--- src/rtl/core/ierb_pkg.sv ---
// Shared constants and codes for the ICMP echo request builder.
package ierb_pkg;

  // Field widths of the request and result channels.
  localparam int SEQ_W    = 16;
  localparam int BYTE_W   = 8;
  localparam int OFFSET_W = 11;
  localparam int LIMIT_W  = 12;
  localparam int SUM_W    = 16;

  // Configuration port geometry.
  localparam int APB_DATA_W = 32;
  localparam int PADDR_W    = 3;

  // Request opcodes.
  localparam logic OP_START = 1'b0;
  localparam logic OP_DATA  = 1'b1;

  // Register indexes, decoded from paddr[2].
  typedef enum logic [0:0] {
    REG_ECHO_ID     = 1'b0,
    REG_TOTAL_LIMIT = 1'b1
  } reg_idx_t;

  // ICMP header layout.
  localparam int                HDR_BYTES      = 8;
  localparam logic [2:0]        HDR_LAST_IDX   = 3'd7;
  localparam logic [BYTE_W-1:0] ICMP_ECHO_TYPE = 8'h08;
  localparam logic [BYTE_W-1:0] ICMP_ECHO_CODE = 8'h00;
  localparam logic [SUM_W-1:0]  ICMP_TYPE_WORD = {ICMP_ECHO_TYPE, ICMP_ECHO_CODE};

  localparam logic [LIMIT_W-1:0] TOTAL_LIMIT_RESET = 12'd2048;
  localparam logic [LIMIT_W-1:0] COUNT_MAX         = 12'hFFF;

endpackage

--- src/rtl/core/ierb_req_if.sv ---
// Request channel: one start or payload item per handshake.
interface ierb_req_if import ierb_pkg::*; ();
  logic              valid;
  logic              ready;
  logic              op;
  logic [SEQ_W-1:0]  seq;
  logic [BYTE_W-1:0] data_byte;
  logic              last;

  modport source (output valid, op, seq, data_byte, last, input ready);
  modport sink   (input valid, op, seq, data_byte, last, output ready);
endinterface

--- src/rtl/core/ierb_res_if.sv ---
// Result channel: one message byte or one error flag per handshake.
interface ierb_res_if import ierb_pkg::*; ();
  logic                valid;
  logic                ready;
  logic [OFFSET_W-1:0] byte_offset;
  logic [BYTE_W-1:0]   byte_value;
  logic                error;
  logic                end_of_message;

  modport source (output valid, byte_offset, byte_value, error, end_of_message, input ready);
  modport sink   (input valid, byte_offset, byte_value, error, end_of_message, output ready);
endinterface

--- src/rtl/core/icmp_echo_request_builder_unit.sv ---
// A payload byte is registered and offered in the cycle after its request is accepted.
// Throughput: one payload request per cycle while results are taken every cycle.
// A request that ends a message holds off further input until its results drain
// (up to nine results: the payload byte, then eight header bytes or one error).
// The single result buffer sets the rate: one result per cycle while res.ready is high.
// Reset (rst, synchronous): no message open, buffer empty, echo_id 0, total_limit 2048.
module icmp_echo_request_builder_unit import ierb_pkg::*; #(
  parameter int MAX_MESSAGE = 2048
) (
  input  logic                  clk,
  input  logic                  rst,
  ierb_req_if.sink              req,
  ierb_res_if.source            res,
  input  logic                  psel,
  input  logic                  penable,
  input  logic                  pwrite,
  input  logic [PADDR_W-1:0]    paddr,
  input  logic [APB_DATA_W-1:0] pwdata,
  output logic [APB_DATA_W-1:0] prdata,
  output logic                  pready
);

  localparam logic [LIMIT_W-1:0] MAX_LIMIT =
    (MAX_MESSAGE > 4095) ? 12'hFFF : LIMIT_W'(MAX_MESSAGE);

  // Configuration registers.
  logic [SUM_W-1:0]   echo_id;
  logic [LIMIT_W-1:0] total_limit;

  // Message state.
  logic               in_message;
  logic [SEQ_W-1:0]   held_sequence;
  logic [SUM_W-1:0]   running_sum;
  logic [LIMIT_W-1:0] payload_count;
  logic [BYTE_W-1:0]  pending_high_byte;
  logic               overflowed;

  // Result buffer.
  logic                byte_pending;
  logic [OFFSET_W-1:0] byte_off;
  logic [BYTE_W-1:0]   byte_val;
  logic                err_pending;
  logic                hdr_pending;
  logic [2:0]          hdr_idx;
  logic [SUM_W-1:0]    hdr_cksum;
  logic [SUM_W-1:0]    hdr_id;
  logic [SUM_W-1:0]    hdr_seq;

  // Next values of the message state.
  logic               in_message_next;
  logic [SEQ_W-1:0]   held_sequence_next;
  logic [SUM_W-1:0]   running_sum_next;
  logic [LIMIT_W-1:0] payload_count_next;
  logic [BYTE_W-1:0]  pending_high_byte_next;
  logic               overflowed_next;

  logic               cfg_write;
  logic [LIMIT_W-1:0] lim;
  logic               is_start;
  logic               emit_byte;
  logic               finish;
  logic               byte_too_big;
  logic [SUM_W-1:0]   word_term;
  logic [SUM_W-1:0]   sum_base;
  logic [SEQ_W-1:0]   seq_sel;
  logic [16:0]        pair_sum;
  logic [18:0]        wide_sum;
  logic [16:0]        fold1;
  logic [SUM_W-1:0]   fold2;
  logic               take;
  logic               final_result;
  logic               buf_done;
  logic               accept;
  logic [BYTE_W-1:0]  hdr_byte;

  // ---------------------------------------------------------------- config port
  assign pready    = 1'b1;
  assign cfg_write = psel && penable && pwrite;

  always_ff @(posedge clk) begin
    if (rst) begin
      echo_id     <= '0;
      total_limit <= TOTAL_LIMIT_RESET;
    end else if (cfg_write) begin
      case (reg_idx_t'(paddr[2]))
        REG_ECHO_ID:     echo_id     <= pwdata[SUM_W-1:0];
        REG_TOTAL_LIMIT: total_limit <= pwdata[LIMIT_W-1:0];
        default: ;
      endcase
    end
  end

  always_comb begin
    case (reg_idx_t'(paddr[2]))
      REG_ECHO_ID:     prdata = {{(APB_DATA_W-SUM_W){1'b0}}, echo_id};
      REG_TOTAL_LIMIT: prdata = {{(APB_DATA_W-LIMIT_W){1'b0}}, total_limit};
      default:         prdata = '0;
    endcase
  end

  // ---------------------------------------------------------------- request decode
  assign lim      = (MAX_LIMIT < total_limit) ? MAX_LIMIT : total_limit;
  assign is_start = (req.op == OP_START);

  // Byte at offset 8 + count would end past the limit, or the count is saturated.
  assign byte_too_big = ({1'b0, payload_count} + 13'(HDR_BYTES + 1) > {1'b0, lim}) ||
                        (payload_count == COUNT_MAX);

  // End-around carry add of a completed big-endian byte pair.
  assign pair_sum = {1'b0, running_sum} + {1'b0, pending_high_byte, req.data_byte};

  always_comb begin
    in_message_next        = in_message;
    held_sequence_next     = held_sequence;
    running_sum_next       = running_sum;
    payload_count_next     = payload_count;
    pending_high_byte_next = pending_high_byte;
    overflowed_next        = overflowed;
    emit_byte              = 1'b0;
    finish                 = 1'b0;
    if (is_start) begin
      in_message_next        = !req.last;
      held_sequence_next     = req.seq;
      running_sum_next       = '0;
      payload_count_next     = '0;
      pending_high_byte_next = '0;
      overflowed_next        = lim < LIMIT_W'(HDR_BYTES);
      finish                 = req.last;
    end else if (in_message) begin
      if (!overflowed) begin
        if (byte_too_big) begin
          overflowed_next = 1'b1;
        end else begin
          emit_byte          = 1'b1;
          payload_count_next = payload_count + 12'd1;
          if (payload_count[0]) begin
            running_sum_next = pair_sum[15:0] + {15'b0, pair_sum[16]};
          end else begin
            pending_high_byte_next = req.data_byte;
          end
        end
      end
      finish          = req.last;
      in_message_next = !req.last;
    end
  end

  // Checksum over header and payload as one multi-operand sum; the type word is
  // never zero, so folding the wide sum matches adding the words one at a time.
  always_comb begin
    if (is_start) begin
      sum_base  = '0;
      word_term = '0;
      seq_sel   = req.seq;
    end else begin
      sum_base  = running_sum;
      seq_sel   = held_sequence;
      if (!emit_byte) begin
        word_term = '0;
      end else if (payload_count[0]) begin
        word_term = {pending_high_byte, req.data_byte};
      end else begin
        word_term = {req.data_byte, 8'h00};
      end
    end
  end

  assign wide_sum = 19'(sum_base) + 19'(word_term) + 19'(ICMP_TYPE_WORD) +
                    19'(echo_id) + 19'(seq_sel);
  assign fold1    = {1'b0, wide_sum[15:0]} + {14'b0, wide_sum[18:16]};
  assign fold2    = fold1[15:0] + {15'b0, fold1[16]};

  // ---------------------------------------------------------------- result buffer
  assign take         = res.valid && res.ready;
  assign final_result = byte_pending ? (!err_pending && !hdr_pending)
                                     : (err_pending || (hdr_pending && hdr_idx == HDR_LAST_IDX));
  assign buf_done     = take && final_result;
  assign req.ready    = !res.valid || buf_done;
  assign accept       = req.valid && req.ready;

  always_ff @(posedge clk) begin
    if (rst) begin
      in_message        <= 1'b0;
      held_sequence     <= '0;
      running_sum       <= '0;
      payload_count     <= '0;
      pending_high_byte <= '0;
      overflowed        <= 1'b0;
      byte_pending      <= 1'b0;
      err_pending       <= 1'b0;
      hdr_pending       <= 1'b0;
      hdr_idx           <= '0;
    end else begin
      if (accept) begin
        in_message        <= in_message_next;
        held_sequence     <= held_sequence_next;
        running_sum       <= running_sum_next;
        payload_count     <= payload_count_next;
        pending_high_byte <= pending_high_byte_next;
        overflowed        <= overflowed_next;
        byte_pending      <= emit_byte;
        err_pending       <= finish && overflowed_next;
        hdr_pending       <= finish && !overflowed_next;
        hdr_idx           <= '0;
      end else if (take) begin
        if (byte_pending) begin
          byte_pending <= 1'b0;
        end else if (err_pending) begin
          err_pending <= 1'b0;
        end else if (hdr_idx == HDR_LAST_IDX) begin
          hdr_pending <= 1'b0;
        end else begin
          hdr_idx <= hdr_idx + 3'd1;
        end
      end
    end
  end

  // Payload registers of the buffer.
  always_ff @(posedge clk) begin
    if (accept) begin
      byte_off  <= OFFSET_W'({1'b0, payload_count} + 13'(HDR_BYTES));
      byte_val  <= req.data_byte;
      hdr_cksum <= ~fold2;
      hdr_id    <= echo_id;
      hdr_seq   <= held_sequence_next;
    end
  end

  always_comb begin
    case (hdr_idx)
      3'd0:    hdr_byte = ICMP_ECHO_TYPE;
      3'd1:    hdr_byte = ICMP_ECHO_CODE;
      3'd2:    hdr_byte = hdr_cksum[15:8];
      3'd3:    hdr_byte = hdr_cksum[7:0];
      3'd4:    hdr_byte = hdr_id[15:8];
      3'd5:    hdr_byte = hdr_id[7:0];
      3'd6:    hdr_byte = hdr_seq[15:8];
      default: hdr_byte = hdr_seq[7:0];
    endcase
  end

  assign res.valid = byte_pending || err_pending || hdr_pending;

  always_comb begin
    res.byte_offset    = '0;
    res.byte_value     = '0;
    res.error          = 1'b0;
    res.end_of_message = 1'b0;
    if (byte_pending) begin
      res.byte_offset = byte_off;
      res.byte_value  = byte_val;
    end else if (err_pending) begin
      res.error          = 1'b1;
      res.end_of_message = 1'b1;
    end else if (hdr_pending) begin
      res.byte_offset    = OFFSET_W'(hdr_idx);
      res.byte_value     = hdr_byte;
      res.end_of_message = (hdr_idx == HDR_LAST_IDX);
    end
  end

  // ---------------------------------------------------------------- checks
  a_one_ending : assert property (@(posedge clk) disable iff (rst)
    !(err_pending && hdr_pending))
    else $error("error result and header both queued");

  a_hdr_advance : assert property (@(posedge clk) disable iff (rst)
    (take && !byte_pending && !err_pending && hdr_pending && hdr_idx != HDR_LAST_IDX)
    |=> (hdr_pending && hdr_idx == 3'($past(hdr_idx) + 3'd1)))
    else $error("header byte index did not step");

  a_eom_final : assert property (@(posedge clk) disable iff (rst)
    (res.valid && res.end_of_message) |-> (final_result && !byte_pending))
    else $error("end of message flagged on a non-final result");

  a_err_shape : assert property (@(posedge clk) disable iff (rst)
    (res.valid && res.error) |-> (res.byte_offset == '0 && res.byte_value == '0 &&
                                  res.end_of_message))
    else $error("error result carries data");

  a_no_accept_busy : assert property (@(posedge clk) disable iff (rst)
    (res.valid && !res.ready) |-> !req.ready)
    else $error("request taken while a result is stalled");

endmodule

--- src/flat_wrapper.sv ---
// flat-port wrapper written by rule: the top's interface ports become plain ports
module icmp_echo_request_builder_unit_flat import ierb_pkg::*;
#(
  parameter int MAX_MESSAGE = 2048
)
  (clk, rst, psel, penable, pwrite, paddr, pwdata, prdata, pready, req_valid, req_op, req_seq, req_data_byte, req_last, req_ready, res_valid, res_byte_offset, res_byte_value, res_error, res_end_of_message, res_ready);
  ierb_req_if req_i ();
  ierb_res_if res_i ();
  input  logic clk;
  input  logic rst;
  input  logic psel;
  input  logic penable;
  input  logic pwrite;
  input  logic [PADDR_W-1:0] paddr;
  input  logic [APB_DATA_W-1:0] pwdata;
  output logic [APB_DATA_W-1:0] prdata;
  output logic pready;
  input wire logic [$bits(req_i.valid)-1:0] req_valid;
  input wire logic [$bits(req_i.op)-1:0] req_op;
  input wire logic [$bits(req_i.seq)-1:0] req_seq;
  input wire logic [$bits(req_i.data_byte)-1:0] req_data_byte;
  input wire logic [$bits(req_i.last)-1:0] req_last;
  output wire logic [$bits(req_i.ready)-1:0] req_ready;
  output wire logic [$bits(res_i.valid)-1:0] res_valid;
  output wire logic [$bits(res_i.byte_offset)-1:0] res_byte_offset;
  output wire logic [$bits(res_i.byte_value)-1:0] res_byte_value;
  output wire logic [$bits(res_i.error)-1:0] res_error;
  output wire logic [$bits(res_i.end_of_message)-1:0] res_end_of_message;
  input wire logic [$bits(res_i.ready)-1:0] res_ready;
  assign req_i.valid = req_valid;
  assign req_i.op = req_op;
  assign req_i.seq = req_seq;
  assign req_i.data_byte = req_data_byte;
  assign req_i.last = req_last;
  assign req_ready = req_i.ready;
  assign res_valid = res_i.valid;
  assign res_byte_offset = res_i.byte_offset;
  assign res_byte_value = res_i.byte_value;
  assign res_error = res_i.error;
  assign res_end_of_message = res_i.end_of_message;
  assign res_i.ready = res_ready;
  icmp_echo_request_builder_unit #(.MAX_MESSAGE(MAX_MESSAGE)) u_core (.clk(clk), .rst(rst), .req(req_i), .res(res_i), .psel(psel), .penable(penable), .pwrite(pwrite), .paddr(paddr), .pwdata(pwdata), .prdata(prdata), .pready(pready));
endmodule
--- config.mk ---
export PLATFORM = sky130hd
export DESIGN_NAME = icmp_echo_request_builder_unit_flat
export DESIGN_NICKNAME = d
export VERILOG_FILES = /design/src/rtl/core/ierb_pkg.sv /design/src/rtl/core/ierb_req_if.sv /design/src/rtl/core/ierb_res_if.sv /design/src/rtl/core/icmp_echo_request_builder_unit.sv /design/src/flat_wrapper.sv
export SDC_FILE = /design/constraint.sdc
export NUM_CORES = 1
export LEC_CHECK = 0
export BUFFER_PORTS_ARGS = -buffer_cell sky130_fd_sc_hd__buf_2
export CAP_MARGIN = 15
export CORE_MARGIN = 4
export CORE_UTILIZATION = 50
export DETAILED_ROUTE_END_ITERATION = 8
export GPL_TIMING_DRIVEN = 1
export PLACE_DENSITY_LB_ADDON = 0.05
export SLEW_MARGIN = 10
export SYNTH_ARGS = -nofsm -noshare
export SYNTH_HDL_FRONTEND = slang
export SYNTH_SLANG_ARGS = --single-unit
--- constraint.sdc ---
create_clock -name clk -period 13 [get_ports clk]
set_input_delay 2.6 -clock clk [delete_from_list [all_inputs] [get_ports clk]]
set_output_delay 2.6 -clock clk [all_outputs]
set_load 0.01 [all_outputs]
==> results.json <==
{
  "worst-path-buf-inv": 2,
  "min_period_over_period_pct": 90.5,
  "drt-pass1-iter-count": 5,
  "combPwrFrac_pct": 15.7,
  "fin_crit_ps": 11770,
  "skew_ps": 11.8,
  "cp.required_ps": 13160,
  "synth-seq-cells": 155,
  "r2r_slack_ps": 1230,
  "fp-row-count": 53,
  "hold_buffers": 0,
  "worst_pin_slew_ps": 1110,
  "synthArstFlopShare_pct": 0,
  "power_density_nw_per_um2": 103,
  "power.leakage_nw": 5.23,
  "r2r_start": "u_core.payload_count[0]$_SDFFE_PP0P_",
  "hpwl_um": 22700,
  "drive_gt1_share_pct": 13.3,
  "syn_to_final_growth_pct": 10.6,
  "end_kind": "flip-flop",
  "cts-resized-gates": 0,
  "final_cell_mix": "135 x nand2_1, 91 x ha_1, 88 x buf_2, 88 x dfxtp_1, 86 x a21oi_1",
  "ys_warn_count": 0,
  "yosysSeqAreaShare_pct": 34.4,
  "swShare_pct": 30.4,
  "path_clk_slew_ps": 70,
  "clock_path_buffers": 2,
  "io_buffers": 88,
  "fp.dieH_um": 156,
  "grt_pass1_vias": 8368,
  "die_area_um2": 24400,
  "cts_root_buf": "clkbuf_16",
  "p_clk_share_pct": 40.3,
  "initial_core_util_pct": 51.6,
  "vias_per_cell": 5.69,
  "maxSlewHeadroom_pct": 25.7,
  "p_switching_w": 0.000381,
  "reg2reg_to": "u_core.hdr_cksum[12]$_DFFE_PP_",
  "grt_max_degree": 94,
  "critPathMostFrequentCell": "a21oi_1",
  "antenna_found_initial": 1,
  "placedCellCount": 1535,
  "cts_tree": "yes",
  "cts_setup_buffers": 0,
  "hold_depth": 2,
  "p_int_w": 0.000870,
  "final_nets": 1458,
  "instances_no_fill": 1567,
  "rsz0062_at_grt": "no",
  "ir_worst_vdd_mv": 0.0906,
  "grt-ovfl-total": 0,
  "cts_sinks": 155,
  "coreArea_um2": 21300,
  "power_w": 0.00125,
  "io_pins": 124,
  "drtAntennaViolNets": 0,
  "maxCapViolations": 0,
  "startpoint_type": "flip-flop",
  "final_common_cell": "nand2_1",
  "ys_types": 84,
  "drt-total-wl_um": 29500,
  "max_stage_delay_ps": 530,
  "crit_path_top_delay_cell": "o311ai_0",
  "vias": 8922,
  "routedWlPerCell_um": 18.8,
  "synth-main-ff-cell": "dfxtp_1",
  "cp-startpoint": "u_core.payload_count[0]$_SDFFE_PP0P_",
  "cts-buffers-inserted": 17,
  "fmax_ghz": 0.0850,
  "hold_class": "reg2reg",
  "reg2reg_depth": 51,
  "seqPwrFrac_pct": 44.1,
  "worstHoldEndpoint": "u_core.held_sequence[8]$_SDFFE_PP0P_",
  "grt_first_pass_wirelength_um": 45800,
  "synth_edf_count": 67,
  "status": "finished, final reports clean",
  "clock_latency_ps": 430,
  "slew_violations": 0,
  "drc": 0,
  "finalSetupTns_ps": 0,
  "cp_max_fo": 16,
  "synthCells": 1218,
  "hp-start": "u_core.held_sequence[8]$_SDFFE_PP0P_",
  "htree_levels": 4,
  "syn_area_um2": 11000,
  "cp.arrival_ps": 11930,
  "hold_ws_ps": 455,
  "critPathKind": "reg2reg",
  "syn_avg_cell_area_um2": 9.01,
  "fillers": 1950,
  "place.gp.congestion": 0.863,
  "antenna_cells": 0,
  "path_delay_family": "compound AO/OA/AOI/OAI gates",
  "setup_viol": 0,
  "drt_iter0_markers": 702,
  "grt_use_total_pct": 24.1,
  "die_x_um": 156,
  "hold_viol_final": 0
}
synth_stat cells, types with 21 or more instances:
| cell | count | area share [%] |
|---|---|---|
| mux2i_1 | 21 | 1.9 |
| ha_1 | 91 | 10 |
| nor3_1 | 31 | 1.4 |
| nand2_1 | 135 | 4.6 |
| nand3_1 | 23 | 1.0 |
| dfxtp_1 | 88 | 16 |
| xnor2_1 | 57 | 4.5 |
| a31oi_1 | 22 | 1.3 |
| inv_1 | 70 | 2.4 |
| clkbuf_1 | 39 | 1.3 |
| edfxtp_1 | 67 | 18 |
| and2_1 | 41 | 2.3 |
| a21o_1 | 26 | 1.8 |
| nor2_1 | 82 | 2.8 |
| a21oi_1 | 86 | 3.9 |
| xor2_1 | 35 | 2.8 |
| o21ai_0 | 38 | 1.7 |
state kept, by name, indices dropped and copies added (netlist names), 3 cells and up:
name                      count
u_core.pending_high_byte      8
u_core.hdr_seq               16
u_core.payload_count         12
u_core.hdr_id                16
u_core.held_sequence         16
u_core.running_sum           16
u_core.byte_val               8
u_core.hdr_idx                3
u_core.total_limit           12
u_core.byte_off              11
u_core.hdr_cksum             16
u_core.echo_id               16
worst reg2reg max path: cells and delay by family, from the launching register on:
kind	cells	cell delay, ps
adders and majority gates	10	3190
AOI/OAI and AO/OA	19	4170
and+or+nand+nor	16	2860
xor gates and xnor gates	4	700
DFF	1	300
buffers and inverters	2	270
power by group through the flow:
| stage | combinational, W | sequential [W] | clock (W) |
|---|---|---|---|
| floorplan | 0.000144 | 0.000557 | 0 |
| global placement | 0.000191 | 0.000561 | 0 |
| detailed placement | 0.000194 | 0.000562 | 0 |
| CTS | 0.000195 | 0.000551 | 0.000507 |
| global route | 0.000218 | 0.000553 | 0.000530 |
| finish | 0.000196 | 0.000551 | 0.000503 |
worst max-delay path by stage:
stage | end | slack (ps) | depth (start not counted)
CTS | u_core.hdr_cksum[12]$_DFFE_PP_ | 1260 | 49
finish | u_core.hdr_cksum[12]$_DFFE_PP_ | 1230 | 51
global placement | u_core.hdr_cksum[12]$_DFFE_PP_ | 1410 | 49
detailed placement | u_core.hdr_cksum[12]$_DFFE_PP_ | 1320 | 49
global route | u_core.hdr_cksum[12]$_DFFE_PP_ | 170 | 49
floorplan | u_core.hdr_cksum[12]$_DFFE_PP_ | 2390 | 38
cells by family (layout without fill, tap and decap cells):
family	after synthesis	count (layout)	share of synthesized area [%]
compound gates	277	277	16.8
xor+xnor	92	92	7.34
fa+ha+maj	111	111	14.0
buf+inv	138	197	5.36
flops	155	155	34.4
mux	40	40	3.87
other cells	2	17	0.0684
simple gates	403	403	18.2
routing by layer:
layer	GRT usage, %	up-vias	wire length (um)
met5	0	-	0
met4	5.41	0	397
met3	4.02	30	1520
met2	37.8	204	13100
met1	35.0	4245	14500
li1	-	4443	-
through the flow:
stage / area, um2 / worst slack [ps] / utilization (%)
global route: 12100 / 172 / 57.0
floorplan: 11000 / 2390 / -
finish: 12100 / 1230 / 57.0
detailed placement: 11500 / 1320 / 54.2
CTS: 12100 / 1260 / 57.0
global placement: 11500 / 1410 / 54.2
layout make-up:
| cell class | instances | area [um2] | area share (%) |
|---|---|---|---|
| multi-input combinational | 940 | 6670 | 55.0 |
| tap | 275 | 344 | 2.84 |
| sequential | 155 | 3770 | 31.1 |
| timing repair buffer | 94 | 485 | 4.00 |
| clock buffer | 17 | 425 | 3.51 |
| clock inverter | 15 | 169 | 1.39 |
| inverter | 71 | 269 | 2.22 |
Power figures use the tool's default switching activity.
